<file path="src/rtl/core/tma_pkg.sv">
// shared types and constants for the trackball motion accumulator
// no dependencies; used by every module of the block
package tma_pkg;

  localparam int unsigned CmdWidth   = 3;
  localparam int unsigned DeltaWidth = 16;
  localparam int unsigned TimeWidth  = 32;
  localparam int unsigned DebWidth   = 16;
  localparam int unsigned StepWidth  = 7;
  localparam int unsigned MagWidth   = DeltaWidth + 1;

  // command codes, 6 and 7 are ignored
  localparam logic [CmdWidth-1:0] CMD_LEFT   = 3'd0;
  localparam logic [CmdWidth-1:0] CMD_RIGHT  = 3'd1;
  localparam logic [CmdWidth-1:0] CMD_UP     = 3'd2;
  localparam logic [CmdWidth-1:0] CMD_DOWN   = 3'd3;
  localparam logic [CmdWidth-1:0] CMD_BUTTON = 3'd4;
  localparam logic [CmdWidth-1:0] CMD_READ   = 3'd5;

  localparam logic [DebWidth-1:0] DEBOUNCE_RESET = 16'd50;

  // acceleration ladder on the accumulator magnitude
  localparam logic [MagWidth-1:0] THRESH_1 = 17'd10;
  localparam logic [MagWidth-1:0] THRESH_2 = 17'd20;
  localparam logic [MagWidth-1:0] THRESH_3 = 17'd30;
  localparam logic [MagWidth-1:0] THRESH_4 = 17'd50;
  localparam logic [MagWidth-1:0] THRESH_5 = 17'd70;

  localparam logic [StepWidth-1:0] STEP_0 = 7'd10;
  localparam logic [StepWidth-1:0] STEP_1 = 7'd13;
  localparam logic [StepWidth-1:0] STEP_2 = 7'd20;
  localparam logic [StepWidth-1:0] STEP_3 = 7'd30;
  localparam logic [StepWidth-1:0] STEP_4 = 7'd50;
  localparam logic [StepWidth-1:0] STEP_5 = 7'd70;

  localparam logic signed [MagWidth-1:0] SAT_MAX = 17'sd32767;
  localparam logic signed [MagWidth-1:0] SAT_MIN = -17'sd32768;

  typedef struct packed {
    logic [CmdWidth-1:0]  command;
    logic [TimeWidth-1:0] now_ms;
    logic                 button_level;
  } in_item_t;

  typedef struct packed {
    logic signed [DeltaWidth-1:0] delta_x;
    logic signed [DeltaWidth-1:0] delta_y;
    logic                         button_pressed;
  } out_item_t;

endpackage

</file>
<file path="src/rtl/core/tma_in_stage.sv">
// input register of the accumulator: holds one command until it executes
// depends on tma_pkg
module tma_in_stage (
  input  logic              clk,
  input  logic              rst,
  input  logic              in_valid,
  output logic              in_ready,
  input  tma_pkg::in_item_t in_data,
  input  logic              take,
  output logic              item_valid,
  output tma_pkg::in_item_t item
);

  assign in_ready = !item_valid || take;

  always_ff @(posedge clk) begin
    if (rst) begin
      item_valid <= 1'b0;
    end else if (in_ready) begin
      item_valid <= in_valid;
    end
  end

  always_ff @(posedge clk) begin
    if (in_valid && in_ready) begin
      item <= in_data;
    end
  end

endmodule

</file>
<file path="src/rtl/core/tma_accel.sv">
// accelerated step and saturating update of one signed accumulator
// depends on tma_pkg
module tma_accel (
  input  logic signed [tma_pkg::DeltaWidth-1:0] acc,
  input  logic                                  dec,
  output logic signed [tma_pkg::DeltaWidth-1:0] acc_next
);

  logic signed [tma_pkg::MagWidth-1:0]  acc_ext;
  logic        [tma_pkg::MagWidth-1:0]  mag;
  logic        [tma_pkg::StepWidth-1:0] step;
  logic signed [tma_pkg::MagWidth-1:0]  step_ext;
  logic signed [tma_pkg::MagWidth-1:0]  sum;

  always_comb begin
    acc_ext = {acc[tma_pkg::DeltaWidth-1], acc};
    // full-width magnitude, so -32768 gives 32768
    mag = acc_ext[tma_pkg::MagWidth-1] ? unsigned'(-acc_ext) : unsigned'(acc_ext);

    priority if (mag >= tma_pkg::THRESH_5) step = tma_pkg::STEP_5;
    else if (mag >= tma_pkg::THRESH_4) step = tma_pkg::STEP_4;
    else if (mag >= tma_pkg::THRESH_3) step = tma_pkg::STEP_3;
    else if (mag >= tma_pkg::THRESH_2) step = tma_pkg::STEP_2;
    else if (mag >= tma_pkg::THRESH_1) step = tma_pkg::STEP_1;
    else step = tma_pkg::STEP_0;

    step_ext = signed'({{(tma_pkg::MagWidth-tma_pkg::StepWidth){1'b0}}, step});
    sum = dec ? acc_ext - step_ext : acc_ext + step_ext;

    priority if (sum > tma_pkg::SAT_MAX) acc_next = tma_pkg::SAT_MAX[tma_pkg::DeltaWidth-1:0];
    else if (sum < tma_pkg::SAT_MIN) acc_next = tma_pkg::SAT_MIN[tma_pkg::DeltaWidth-1:0];
    else acc_next = sum[tma_pkg::DeltaWidth-1:0];
  end

endmodule

</file>
<file path="src/rtl/core/tma_out_stage.sv">
// result register of the accumulator, drained by the output handshake
// depends on tma_pkg
module tma_out_stage (
  input  logic               clk,
  input  logic               rst,
  input  logic               load,
  input  tma_pkg::out_item_t load_data,
  output logic               free,
  output logic               out_valid,
  input  logic               out_ready,
  output tma_pkg::out_item_t out_data
);

  assign free = !out_valid || out_ready;

  always_ff @(posedge clk) begin
    if (rst) begin
      out_valid <= 1'b0;
    end else if (free) begin
      out_valid <= load;
    end
  end

  always_ff @(posedge clk) begin
    if (load && free) begin
      out_data <= load_data;
    end
  end

endmodule

</file>
<file path="src/rtl/core/trackball_motion_accumulator_core.sv">
// Trackball motion accumulator with pointer acceleration. Takes one command per cycle:
// motion commands move the X or Y accumulator by a step that grows with its magnitude
// and saturate at the 16-bit limits, a button command samples the active-low pin when
// debounce_ms milliseconds have passed since the last sample (timestamps wrap), and a
// read command returns both deltas and the button flag and clears them. Every command
// is registered at the input and executes from there; a read result moves to the result
// register, which offers it on the output. The sustained rate is one command per cycle; a
// read only waits while the result register holds an untaken result. The user must write
// debounce_ms on cfg_we/cfg_wdata only while the block is idle; the core does not enforce it.
module trackball_motion_accumulator_core (
  input  logic                            clk,
  input  logic                            rst,
  input  logic                            in_valid,
  output logic                            in_ready,
  input  tma_pkg::in_item_t               in_data,
  output logic                            out_valid,
  input  logic                            out_ready,
  output tma_pkg::out_item_t              out_data,
  input  logic                            cfg_we,
  input  logic [tma_pkg::DebWidth-1:0]    cfg_wdata
);

  logic                                   item_valid;
  tma_pkg::in_item_t                      item;
  logic                                   out_free;
  logic                                   fire;
  logic                                   is_read;

  logic signed [tma_pkg::DeltaWidth-1:0]  accum_x;
  logic signed [tma_pkg::DeltaWidth-1:0]  accum_y;
  logic signed [tma_pkg::DeltaWidth-1:0]  accum_x_next;
  logic signed [tma_pkg::DeltaWidth-1:0]  accum_y_next;
  logic signed [tma_pkg::DeltaWidth-1:0]  accel_x;
  logic signed [tma_pkg::DeltaWidth-1:0]  accel_y;
  logic                                   button_flag;
  logic                                   button_flag_next;
  logic [tma_pkg::TimeWidth-1:0]          last_button_time;
  logic [tma_pkg::TimeWidth-1:0]          last_button_time_next;
  logic [tma_pkg::DebWidth-1:0]           debounce_ms;
  logic [tma_pkg::TimeWidth-1:0]          elapsed;
  tma_pkg::out_item_t                     result;

  tma_in_stage u_in (
    .clk        (clk),
    .rst        (rst),
    .in_valid   (in_valid),
    .in_ready   (in_ready),
    .in_data    (in_data),
    .take       (fire),
    .item_valid (item_valid),
    .item       (item)
  );

  tma_accel u_accel_x (
    .acc      (accum_x),
    .dec      (item.command == tma_pkg::CMD_RIGHT),
    .acc_next (accel_x)
  );

  tma_accel u_accel_y (
    .acc      (accum_y),
    .dec      (item.command == tma_pkg::CMD_DOWN),
    .acc_next (accel_y)
  );

  assign is_read = item.command == tma_pkg::CMD_READ;
  // a read needs room in the result register, everything else always executes
  assign fire    = item_valid && (!is_read || out_free);
  assign elapsed = item.now_ms - last_button_time;

  always_comb begin
    accum_x_next          = accum_x;
    accum_y_next          = accum_y;
    button_flag_next      = button_flag;
    last_button_time_next = last_button_time;
    unique case (item.command)
      tma_pkg::CMD_LEFT, tma_pkg::CMD_RIGHT: begin
        accum_x_next = accel_x;
      end
      tma_pkg::CMD_UP, tma_pkg::CMD_DOWN: begin
        accum_y_next = accel_y;
      end
      tma_pkg::CMD_BUTTON: begin
        if (elapsed >= {{(tma_pkg::TimeWidth-tma_pkg::DebWidth){1'b0}}, debounce_ms}) begin
          last_button_time_next = item.now_ms;
          button_flag_next      = !item.button_level;
        end
      end
      tma_pkg::CMD_READ: begin
        accum_x_next     = '0;
        accum_y_next     = '0;
        button_flag_next = 1'b0;
      end
      default: begin
      end
    endcase
  end

  always_comb begin
    result.delta_x        = accum_x;
    result.delta_y        = accum_y;
    result.button_pressed = button_flag;
  end

  always_ff @(posedge clk) begin
    if (rst) begin
      accum_x          <= '0;
      accum_y          <= '0;
      button_flag      <= 1'b0;
      last_button_time <= '0;
    end else if (fire) begin
      accum_x          <= accum_x_next;
      accum_y          <= accum_y_next;
      button_flag      <= button_flag_next;
      last_button_time <= last_button_time_next;
    end
  end

  always_ff @(posedge clk) begin
    if (rst) begin
      debounce_ms <= tma_pkg::DEBOUNCE_RESET;
    end else if (cfg_we) begin
      debounce_ms <= cfg_wdata;
    end
  end

  tma_out_stage u_out (
    .clk       (clk),
    .rst       (rst),
    .load      (fire && is_read),
    .load_data (result),
    .free      (out_free),
    .out_valid (out_valid),
    .out_ready (out_ready),
    .out_data  (out_data)
  );

endmodule

</file>
<file path="config.mk">
export PLATFORM = sky130hd
export DESIGN_NAME = trackball_motion_accumulator_core
export DESIGN_NICKNAME = d
export VERILOG_FILES = /design/src/rtl/core/tma_pkg.sv /design/src/rtl/core/tma_in_stage.sv /design/src/rtl/core/tma_accel.sv /design/src/rtl/core/tma_out_stage.sv /design/src/rtl/core/trackball_motion_accumulator_core.sv
export SDC_FILE = /design/constraint.sdc
export NUM_CORES = 1
export LEC_CHECK = 0
export BUFFER_PORTS_ARGS = -buffer_cell sky130_fd_sc_hd__buf_2
export CORE_UTILIZATION = 40
export DETAILED_ROUTE_END_ITERATION = 7
export PLACE_DENSITY = 0.55
export SETUP_SLACK_MARGIN = 0.1
export SYNTH_ARGS = -nofsm -noshare
export SYNTH_HDL_FRONTEND = slang
export SYNTH_SLANG_ARGS = --single-unit
</file>
<file path="constraint.sdc">
create_clock -name clk -period 9.15 [get_ports clk]
set_input_delay 0.4575 -clock clk [delete_from_list [all_inputs] [get_ports clk]]
set_output_delay 0.4575 -clock clk [all_outputs]
set_load 0.02 [all_outputs]
</file>
# Yosys cells after proc, flatten, opt, wreduce, memory -nomap -nowiden
# Cells that the tools add are included.
# totals
register_bits	152
elab_cells	84
out_inout_bits	35
# op_classes
eq_ne	6
mux	22
n_addsub	7
reduce_logical	21
order_cmp	15
# ops
operator	n
17-bit by 5-bit >= comparator with 1-bit output, second input constant	4
17-bit 2-to-1 mux	4
16-bit 2-to-1 mux	4
16-bit one-hot mux with 2 select lines	2
7-bit 2-to-1 mux	8
16-bit by 8-bit adder with 17-bit output	2
17-bit by 4-bit >= comparator with 1-bit output, second input constant	2
17-bit by 6-bit >= comparator with 1-bit output, second input constant	2
17-bit by 7-bit >= comparator with 1-bit output, second input constant	2
17-bit by 16-bit greater-than comparator with 1-bit output, second input constant	2
17-bit by 16-bit < comparator with 1-bit output, second input constant	2
16-bit negator with 17-bit output	2
16-bit by 8-bit subtractor with 17-bit output	2
32-bit by 16-bit >= comparator with 1-bit output	1
32-bit subtractor	1
3-bit by 2-bit == test with 1-bit output, second input constant	2
3-bit == test, second input constant	2
3-bit 2-to-1 mux	2
3-bit AND reduction	2
2-bit nonzero test	3
1-bit logical AND	4
1-bit logical NOT	4
2-bit AND reduction	2
2-bit OR reduction	2
6 further kinds	8

# Logic depth before layout (Yosys ltp)
# Gate-level depths: netlist of the first run.
# depth
ltp_word	14
ltp_mapped	25
mapped_depth_nobuf	24

# Hierarchy
# A second synthesis of the first run with hierarchy kept.
# hier_totals
cells_unflattened	1284
hier_area_um2	11051.8
# modules_own_cells
module	area_per_inst_um2	cells_per_inst	n_inst	seq_area_each_um2
trackball_motion_accumulator_core	5641.7	743	1	1621.6
tma_accel	1614.0	231	2	0.0
tma_in_stage	1136.1	41	1	1101.1
tma_out_stage	1046.0	38	1	1011.0

# Worst setup path before layout of the first run
# No wires, ideal clock.
# synth_path
kind	register to register
from	register accum_x[3] (netlist bit)
to	register accum_x[11] (netlist bit)
t_arrival_ns	5.102
stages_incl_launch_ff	24
period_less_slack_ns	5.253
path_buffers	2
path_slack_ns	3.897
path_cell_list	dfxtp_1 clkbuf_1 nor4_1 nand4_1 o41a_1 o21ai_0 nand4_1 nor2_1 and2_1 nand2_1 ha_1 o21ai_0 ha_1 nor2b_1 o21a_1 o21ai_0 o2bb2ai_1 o211ai_1 a31oi_1 a21o_1 o21ai_1 o21ai_0 clkbuf_1 o211ai_1
# synth_between
elab_chain_len	14
elab_cells_between_ends	20
cone_classes	add/sub: 3; order compare: 7; mux: 10
# synth_rtl
element	line	rtl
from (decl)	trackball_motion_accumulator_core.sv:29	logic signed [tma_pkg::DeltaWidth-1:0] accum_x;
from (signal assigned)	trackball_motion_accumulator_core.sv:112	accum_x <= accum_x_next;
16-bit negator with 17-bit output	tma_accel.sv:18	mag = acc_ext[tma_pkg::MagWidth-1] ? unsigned'(-acc_ext) : unsigned'(acc_ext);
17-bit 2-to-1 mux	tma_accel.sv:18	
17-bit by 4-bit >= comparator with 1-bit output	tma_accel.sv:24	else if (mag >= tma_pkg::THRESH_1) step = tma_pkg::STEP_1;
3-bit 2-to-1 mux	tma_accel.sv:24	
7-bit 2-to-1 mux	tma_accel.sv:23	else if (mag >= tma_pkg::THRESH_2) step = tma_pkg::STEP_2;
7-bit 2-to-1 mux	tma_accel.sv:22	else if (mag >= tma_pkg::THRESH_3) step = tma_pkg::STEP_3;
7-bit 2-to-1 mux	tma_accel.sv:21	else if (mag >= tma_pkg::THRESH_4) step = tma_pkg::STEP_4;
7-bit 2-to-1 mux	tma_accel.sv:20	priority if (mag >= tma_pkg::THRESH_5) step = tma_pkg::STEP_5;
16-bit by 8-bit adder with 17-bit output / 16-bit by 8-bit subtractor with 17-bit output (equally long branches)	tma_accel.sv:28	sum = dec ? acc_ext - step_ext : acc_ext + step_ext;
17-bit 2-to-1 mux *	tma_accel.sv:28	
17-bit by 16-bit < comparator with 1-bit output	tma_accel.sv:31	else if (sum < tma_pkg::SAT_MIN) acc_next = tma_pkg::SAT_MIN[tma_pkg::DeltaWidth-1:0];
16-bit 2-to-1 mux	tma_accel.sv:31	
16-bit 2-to-1 mux *	tma_accel.sv:30	priority if (sum > tma_pkg::SAT_MAX) acc_next = tma_pkg::SAT_MAX[tma_pkg::DeltaWidth-1:0];
16-bit one-hot mux with 2 select lines *	trackball_motion_accumulator_core.sv:76	unique case (item.command)
# Mark *: on every way between the ends. The rest lies on a longest branch, timed or not.
# A chain may end at the register's enable or synchronous reset.

# Final worst setup path of the first run
# layout_path
from	register accum_x[3] (netlist bit)
to	register accum_x[9] (netlist bit)
# The elaborated chain is that of the path after synthesis.

==> results of run 1 <==
power groups by stage:
| stage | logic, W | registers (W) | clock network (W) |
|---|---|---|---|
| global placement | 0.000423 | 0.000777 | 0 |
| global route | 0.000481 | 0.000765 | 0.000813 |
| floorplan | 0.000334 | 0.000768 | 0 |
| CTS | 0.000427 | 0.000762 | 0.000786 |
| detailed placement | 0.000424 | 0.000776 | 0 |
| finish | 0.000426 | 0.000761 | 0.000767 |
synth_stat cells, types with 12 or more instances:
cell | instances | area, um^2
mux2i_1 | 50 | 500
clkbuf_1 | 25 | 93.8
ha_1 | 85 | 1060
xnor2_1 | 40 | 350
nand2_1 | 164 | 616
nor2_1 | 80 | 300
o21ai_0 | 64 | 320
inv_1 | 79 | 297
nand3_1 | 24 | 120
o21ai_1 | 13 | 65.1
dfxtp_1 | 83 | 1660
xor2_1 | 30 | 263
edfxtp_1 | 69 | 2070
o21a_1 | 14 | 105
a31oi_1 | 23 | 144
nand4_1 | 15 | 93.8
nor2b_1 | 12 | 75.1
a21oi_1 | 75 | 375
o211ai_1 | 22 | 165
nor3_1 | 32 | 160
a21o_1 | 21 | 158
nand2b_1 | 25 | 156
registers in the layout, summed over array words and instances, names as in the netlist:
signal / cells
u_out.out_data: 33
u_in.item_valid: 1
u_out.out_valid: 1
debounce_ms: 16
button_flag: 1
u_in.item: 36
accum_y: 16
accum_x: 16
last_button_time: 32
kinds of logic (layout without fill, tap and decap cells):
| family | after synthesis | after routing | share of synthesized area [%] |
|---|---|---|---|
| AOI/OAI and AO/OA | 307 | 307 | 18.8 |
| xor gates and xnor gates | 70 | 70 | 5.77 |
| adders and majority gates | 88 | 88 | 10.6 |
| buffers and inverters | 125 | 208 | 5.24 |
| DFF | 152 | 152 | 35.2 |
| muxes | 56 | 56 | 5.35 |
| other | 1 | 3 | 0.0353 |
| and+or+nand+nor | 418 | 418 | 19.1 |
routing by layer:
metal,global-route usage [%],up-vias
li1,-,4524
met1,25.3,3953
met2,31.6,162
met3,3.74,31
met4,5.75,2
met5,0,-
final cells by class:
type	instances	share of cell area, %
timing repair buffer	96	4.13
inverter	80	2.52
antenna	1	0.0210
sequential	152	31.3
clock buffer	19	3.63
multi-input combinational	941	53.3
clock inverter	13	1.63
tap	335	3.51
path summary, 6_finish.rpt:
kind,startpoint,end,slack (ns),cells past startpoint
setup / recovery,accum_x[3],accum_x[9],2.77,21
hold / removal,in_data[35],u_in.item[35],0.19,1
setup reg to reg,accum_x[3],accum_x[9],2.77,21
hold reg to reg,button_flag,u_out.out_data[0],0.43,0
per-stage QoR:
step           area, um^2  cells  util (%)  hold slack (ns)
6_report            11900   1637      45.8            0.195
5_1_grt             11900   1636      45.8            0.172
4_1_cts             11900   1636      45.8            0.184
3_5_place_dp        11300   1604      43.4            0.429
3_3_place_gp        11300   1604      43.4            0.410
2_1_floorplan       10600   1218         -            0.408
==> flow_summary.toml, run 1 <==
[clock_network]
hold_buffers = 0
path_clk_slew_ns = 0.07
cts_tree = "yes"
cts.sink_count = 152
postCtsSetupBuffers = 0
ctsHtreeMaxLevel = 4
cts_resized = 0
root_buffer = "clkbuf_16"
clock_tree.buffer_depth = 2
clk_latency_ns = 0.43
cts_buffers = 17

[critical_path]
worst_path_largest_cell_delay_ns = 0.89
crit_path_top_delay_cell = "nor4_1"
path_buf_inv = 0
arrival_ns = 6.65
critPathLaunchType = "flop"
cp_top_family = "compound AO/OA/AOI/OAI gates"
required_ns = 9.42
crit_top_cell = "o21ai_0"
critical_path.cell_chain = "nor4_1 -> nand4_1 -> o41a_1 -> o21ai_0 -> nand4_1 -> nor2_1 -> and2_1 -> nand2_1 -> ha_1 -> o21ai_0 -> ha_1 -> nor2b_1 -> o21a_1 -> o21ai_0 -> o2bb2ai_1 -> o211ai_1 -> a31oi_1 -> xor2_1 -> o2bb2ai_1 -> o21ai_1 -> o211ai_1"
worstSetupPathType = "reg -> reg"
cp-end-kind = "flop"
cp_max_fo = 10

[routing]
wl_per_cell_um = 15.5
wl_mm = 25.3
drt-met1-wl_mm = 12.3
drc_errors = 0
met3_length_um = 983
maxUsedRoutingLayer = "met5"
num_vias = 8672
viasPerCell = 5.30
dr_wl_met2_mm = 11.6
first_pass_iters = 7
antenna_left = 0
drtIter0Drc = 540

[die]
die-area_um2 = 27200
dieWidth_um = 165
rows = 59
die_h_um = 165
core_area_um2 = 26100
initial_core_util_pct = 40.7
pin_count = 92

[power]
max-vdd-ir-drop_v = 0.000118
swShare_pct = 29.6
p_comb_share_pct = 21.8
sequentialPowerShare_pct = 39.0
powerDensity_nw_per_um2 = 164
clkPwrFrac_pct = 39.2
total_leakage_power_nw = 4.74
p_switching_w = 0.000578
internal_power_w = 0.00138
p_total_w = 0.00195

[sta]
final-hold-violation-count = 0
fmax_ghz = 0.157
tightest_slew_ns = 1.14
rsz0062_at_grt = "false"
period_share_pct = 69.7
finalSetupTns_ns = 0
fin_crit_ns = 6.38
max_slew_margin_pct = 23.9
final-max-slew-violation-count = 0
finalSetupViolCount = 0
worst_slack_ns = 2.77
fin_worst_skew_ns = 0.0150

[global_routing]
overflow = 0
grt_pass1_vias = 8314
grt_pass1_wl_mm = 41.2
antenna_found_initial = 2
grt_max_degree = 70
grt_util_all_layers_pct = 19.2

[place]
dp_hpwl_mm = 19.0
dp_worst_setup_slack_ns = 2.89
place.gp.congestion = 0.897
port_buffers = 91

[final_layout]
final_nets = 1433
register_area_um2 = 3730
multi_input_area_um2 = 6360
final_common_cell = "nand2_1"
fillers = 2589
area.growth.synth_to_final_pct = 12.4
mostFrequentLayoutCells = "164 x nand2_1, 91 x buf_2, 85 x ha_1, 83 x dfxtp_1, 80 x nor2_1"
drive_above_1_share_pct = 13.3

[logic_synthesis]
syn_area_um2 = 10600
yosysWarnings = 0
synth-async-reset-ratio_pct = 0
synth_cells = 1217
synth_edf_count = 69
synth_flop_cell = "dfxtp_1"
syn_avg_cell_area_um2 = 8.73
yosys_register_bits = 152
seq_area_frac_synth_pct = 35.2
synth.distinct_cells = 87

[status]
status = "finished, final reports clean"

[worst_hold_path]
hold_class = "in -> reg"

[run]
drv_cap = 0
Power figures use the tool's default switching activity.
==> run 2, diff against run 1 <==
clock period = 5.9 ns   (was 9.15 ns; I/O delays follow)
==> flow_summary.toml, run 2 (synthesized netlist as in run 1, its figures left out) <==
[status]
status = "finished, final reports clean"

[clock_network]
cts_tree = "yes"
cts_buffers = 17
path_clk_slew_ns = 0.06
ctsHtreeMaxLevel = 4
clock_tree.buffer_depth = 2
clk_latency_ns = 0.43
root_buffer = "clkbuf_16"
cts.sink_count = 152

[final_layout]
area.growth.synth_to_final_pct = 13.5
final_common_cell = "nand2_1"
top_register = "u_in.item"
final_nets = 1443
mostFrequentLayoutCells = "164 x nand2_1, 91 x buf_2, 85 x ha_1, 81 x dfxtp_1, 80 x nor2_1"
register_area_um2 = 3740
fillers = 2577
multi_input_area_um2 = 6410
largest_register_ff_count = 36
top_regs = "u_in.item: 36 flops, u_out.out_data: 33 flops, last_button_time: 32 flops"
drive_above_1_share_pct = 14.6
stdcell_count = 1647

[power]
p_comb_share_pct = 22.4
internal_power_w = 0.00213
total_leakage_power_nw = 4.77
p_switching_w = 0.000880
max-vdd-ir-drop_v = 0.000195
swShare_pct = 29.2
sequentialPowerShare_pct = 39.2
powerDensity_nw_per_um2 = 250
clkPwrFrac_pct = 38.4

[global_routing]
gr-usage-met2_pct = 33.0
grt_max_degree = 68
grt_pass1_wl_mm = 42.2
antenna_found_initial = 2
overflow = 0
gr-usage-met1_pct = 25.1
grt_util_all_layers_pct = 19.6
grt_busiest_layer = "met2"
grt_use_met3_pct = 4.24
grt_pass1_vias = 8513

[critical_path]
reg2reg_from = "accum_y[1]"
cp_max_fo = 15
arrival_ns = 5.75
reg2reg_slack_ns = 0.50
reg2reg_depth = 25
cp-end-kind = "flop"
critPathLaunchType = "flop"
crit_path_end = "accum_y[0]"
crit_start = "accum_y[1]"
required_ns = 6.25
worstSetupPathType = "reg -> reg"
r2r_end = "accum_y[0]"

[routing]
drc_errors = 0
drtIter0Drc = 447
wl_mm = 25.8
wl_per_cell_um = 15.7
antenna_left = 0
first_pass_iters = 5
num_vias = 8874
viasPerCell = 5.39

[sta]
rsz0062_at_grt = "false"
final-hold-violation-count = 0
period_share_pct = 91.5
final-max-slew-violation-count = 0
tightest_slew_ns = 0.880
max_slew_margin_pct = 41.0
fin_crit_ns = 5.40
finalSetupViolCount = 0
fmax_ghz = 0.185
fin_worst_skew_ns = 0.0107
finalSetupTns_ns = 0

[die]
die_h_um = 165
rows = 59
die-area_um2 = 27200
pin_count = 92
core_area_um2 = 26100
dieWidth_um = 165
initial_core_util_pct = 40.7

[place]
dp_cells = 1613
place.gp.congestion = 0.902
port_buffers = 91
dp_hpwl_mm = 19.4

[worst_hold_path]
holdPathStages = 1
hold_class = "in -> reg"

[run]
drv_cap = 0
[run 2: cell types whose count changed in the layout (fill, tap and decap cells not counted), moves of 2 or more]
cell,delta
buf_4,+10
dfxtp_2,+2
clkinv_4,-3
clkinvlp_4,+5
dfxtp_1,-2
inv_6,-2
[run 2: layout make-up]
cell class | instances | area share [%]
Inverter | 80 | 2.49
Antenna cell | 1 | 0.0208
Tap cell | 335 | 3.48
Multi-Input combinational cell | 941 | 53.2
Timing Repair Buffer | 106 | 4.71
Clock inverter | 12 | 1.45
Sequential cell | 152 | 31.0
Clock buffer | 20 | 3.62
[run 2: power groups by stage]
| stage | Clock (W) | Sequential [W] | Combinational [W] |
|---|---|---|---|
| after floorplan | 0 | 0.00119 | 0.000518 |
| after global placement | 0 | 0.00120 | 0.000662 |
| after detailed placement | 0 | 0.00120 | 0.000664 |
| after CTS | 0.00119 | 0.00118 | 0.000671 |
| after global routing | 0.00123 | 0.00119 | 0.000760 |
| final | 0.00116 | 0.00118 | 0.000673 |
[run 2: how the worst min path moves through the flow]
| stage | to | start | slack [ns] |
|---|---|---|---|
| after floorplan | u_in.item[0] | in_data[0] | 0.39 |
| after global placement | u_out.out_data[0] | button_flag | 0.44 |
| after detailed placement | u_out.out_data[0] | button_flag | 0.42 |
| after CTS | u_in.item[8] | in_data[8] | 0.02 |
| after global routing | u_in.item[5] | in_data[5] | 0.02 |
| final | u_in.item[33] | in_data[33] | 0.04 |
[run 2: worst max-delay path, stage by stage (launching register included)]
cell and delay, ns:
dfxtp_2 0.44, inv_1 0.10, ha_1 0.24, and2_1 0.21, nand2_1 0.12, and2_1 0.14
o2111ai_1 0.10, a21oi_1 0.17, o21ai_0 0.16, or2_2 0.35, a21o_1 0.18, ha_1 0.27
nand2_1 0.04, o21a_1 0.14, fa_1 0.44, a21o_1 0.18, a21oi_1 0.28, o21a_1 0.20
o2111ai_1 0.19, a31o_2 0.28, a21o_1 0.20, xor2_1 0.16, a21oi_1 0.14, buf_4 0.22
a21bo_2 0.24, a21oi_1 0.13
[run 2: timing repair]
item | in CTS | in global routing
hold buffers | 0 | 0
endpoints found under the hold margin | 0 | 0
setup buffers | 0 | 1
endpoints found under the setup margin | 0 | 32
resized for setup | 0 | 12
[run 2: metrics by stage]
stage                     area [um^2]  setup WS [ns]  utilization, %  total power [W]  hold WS (ns)
after floorplan                 10600          0.647               -          0.00171         0.394
after global placement          11400          0.345            43.6          0.00186         0.440
after detailed placement        11400          0.279            43.6          0.00187         0.422
after CTS                       12000          0.236            46.0          0.00304        0.0192
after global routing            12000          0.119            46.2          0.00317        0.0198
final                           12100          0.501            46.2          0.00301        0.0366
[run 2: routing by layer]
metal	share of wire (%)	vias up	wire, um
met5	0.066	-	17
met4	1.7	2	433
met3	4.3	34	1120
met2	47	161	12100
met1	47	4147	12100
li1	-	4530	-
==> run 3, diff against run 2 <==
BUFFER_PORTS_ARGS = -buffer_cell sky130_fd_sc_hd__buf_4   (was -buffer_cell sky130_fd_sc_hd__buf_2)
CORE_ASPECT_RATIO = 2   (was not set)
clock period = 6.6 ns   (was 5.9 ns; I/O delays follow)
==> flow_summary.toml, run 3 (synthesized netlist as in run 1, its figures left out) <==
[status]
status = "finished, final reports clean"

[place]
dp_hpwl_mm = 23.3
dp_cells = 1619
dp_worst_setup_slack_ns = 0.748
port_buffers = 91
place_area_um2 = 11600
place.gp.congestion = 0.951

[global_routing]
overflow = 0
antenna_found_initial = 0
grt_util_all_layers_pct = 23.0
grt_pass1_wl_mm = 46.7
grt_max_degree = 70
grt_pass1_vias = 9054

[die]
dieWidth_um = 117
core_area_um2 = 26200
initial_core_util_pct = 40.6
die-area_um2 = 27200
die_h_um = 232
pin_count = 92
rows = 84

[sta]
finalSetupTns_ns = 0
final-hold-violation-count = 0
max_slew_margin_pct = 24.4
period_share_pct = 88.5
rsz0062_at_grt = "false"
fmax_ghz = 0.171
finalSetupViolCount = 0
tightest_slew_ns = 1.13
worst_slack_ns = 0.758
final-max-slew-violation-count = 0
fin_worst_skew_ns = 0.00610
fin_crit_ns = 5.84

[power]
swShare_pct = 29.7
internal_power_w = 0.00188
p_comb_share_pct = 23.5
total_leakage_power_nw = 4.82
max-vdd-ir-drop_v = 0.000181
p_switching_w = 0.000796
sequentialPowerShare_pct = 39.5
powerDensity_nw_per_um2 = 220
clkPwrFrac_pct = 37.0

[routing]
wl_per_cell_um = 18.1
num_vias = 9069
viasPerCell = 5.49
drc_errors = 0
antenna_left = 0
first_pass_iters = 5
wl_mm = 29.8
drtIter0Drc = 449

[clock_network]
path_clk_slew_ns = 0.06
hold_buffers = 0
clock_tree.buffer_depth = 2
ctsHtreeMaxLevel = 4
clk_latency_ns = 0.44
root_buffer = "clkbuf_16"
cts_resized = 0
cts.sink_count = 152
postCtsSetupBuffers = 0
cts_buffers = 17
cts_tree = "yes"

[critical_path]
cp_max_fo = 11
crit_path_top_delay_cell = "nor4_1"
critical_path.cell_chain = "nor4_1 -> nand2_1 -> nor3_1 -> a21o_1 -> a32oi_1 -> nor2b_1 -> nand2_1 -> or2_2 -> a21oi_1 -> ha_1 -> nand2_1 -> o21a_1 -> ha_1 -> nor2b_1 -> o21ai_0 -> a21oi_1 -> o21a_1 -> a2111o_1 -> o31ai_1 -> xor2_1 -> a21oi_1 -> buf_4 -> a21bo_2 -> a21oi_1"
required_ns = 6.97
path_buf_inv = 1
critPathLaunchType = "flop"
crit_top_cell = "a21oi_1"
worstSetupPathType = "reg -> reg"
cp-end-kind = "flop"
cp_top_family = "compound AO/OA/AOI/OAI gates"
worst_path_largest_cell_delay_ns = 0.65
arrival_ns = 6.21

[final_layout]
area.growth.synth_to_final_pct = 14.6
mostFrequentLayoutCells = "164 x nand2_1, 102 x buf_4, 85 x ha_1, 83 x dfxtp_1, 80 x nor2_1"
final_common_cell = "nand2_1"
top_regs = "u_in.item: 36 flops, u_out.out_data: 33 flops, last_button_time: 32 flops"
antenna_cells = 0
final_nets = 1439
final_cell_area_um2 = 12200
drive_above_1_share_pct = 13.3
top_register = "u_in.item"
largest_register_ff_count = 36
stdcell_count = 1651

[worst_hold_path]
hold_class = "in -> reg"

[run]
drv_cap = 0
run 3: changes by cell type in the layout (fill, tap and decap cells not counted), sizes merged:
cell / change
buf: -4
bufinv: -1
clkbuf: +3
clkinv: +2
clkinvlp: -4
diode: -1
run 3: path summary, 6_finish.rpt:
check / endpoint / slack (ns) / depth (start not counted) / start
worst min register to register: u_out.out_data[0] / 0.43 / 0 / button_flag
worst max-delay path: accum_y[4] / 0.76 / 24 / accum_y[1]
worst min-delay path: u_in.item[1] / 0.07 / 1 / in_data[1]
worst max register to register: accum_y[4] / 0.76 / 24 / accum_y[1]
run 3: power groups by stage:
| stage | combinational, W | clock, W | sequential [W] |
|---|---|---|---|
| 6_report | 0.000631 | 0.000991 | 0.00106 |
| 5_1_grt | 0.000701 | 0.00105 | 0.00106 |
| 4_1_cts | 0.000633 | 0.00102 | 0.00106 |
| 3_5_place_dp | 0.000629 | 0 | 0.00108 |
| 3_3_place_gp | 0.000624 | 0 | 0.00108 |
| 2_1_floorplan | 0.000463 | 0 | 0.00106 |
run 3: stage by stage:
step | util, % | power, W | hold slack [ns]
after floorplan | - | 0.00153 | 0.408
after detailed placement | 44.3 | 0.00171 | 0.417
after global routing | 46.5 | 0.00282 | 0.0376
after global placement | 44.3 | 0.00170 | 0.417
final | 46.5 | 0.00268 | 0.0662
after CTS | 46.5 | 0.00271 | 0.0399
run 3: layout make-up:
class                      instances  area, um^2
inverter                          80         300
fill                            2567       14000
multi-input combinational        941        6360
clock buffer                      23         458
clock inverter                     9         124
sequential                       152        3730
tap                              344         430
timing repair buffer             102         766
run 3: routing by layer:
layer  GRT usage, %  wire length, um
met3           4.25              824
met1           21.4            10500
met5              0                0
met2           45.2            17100
met4           12.1             1420
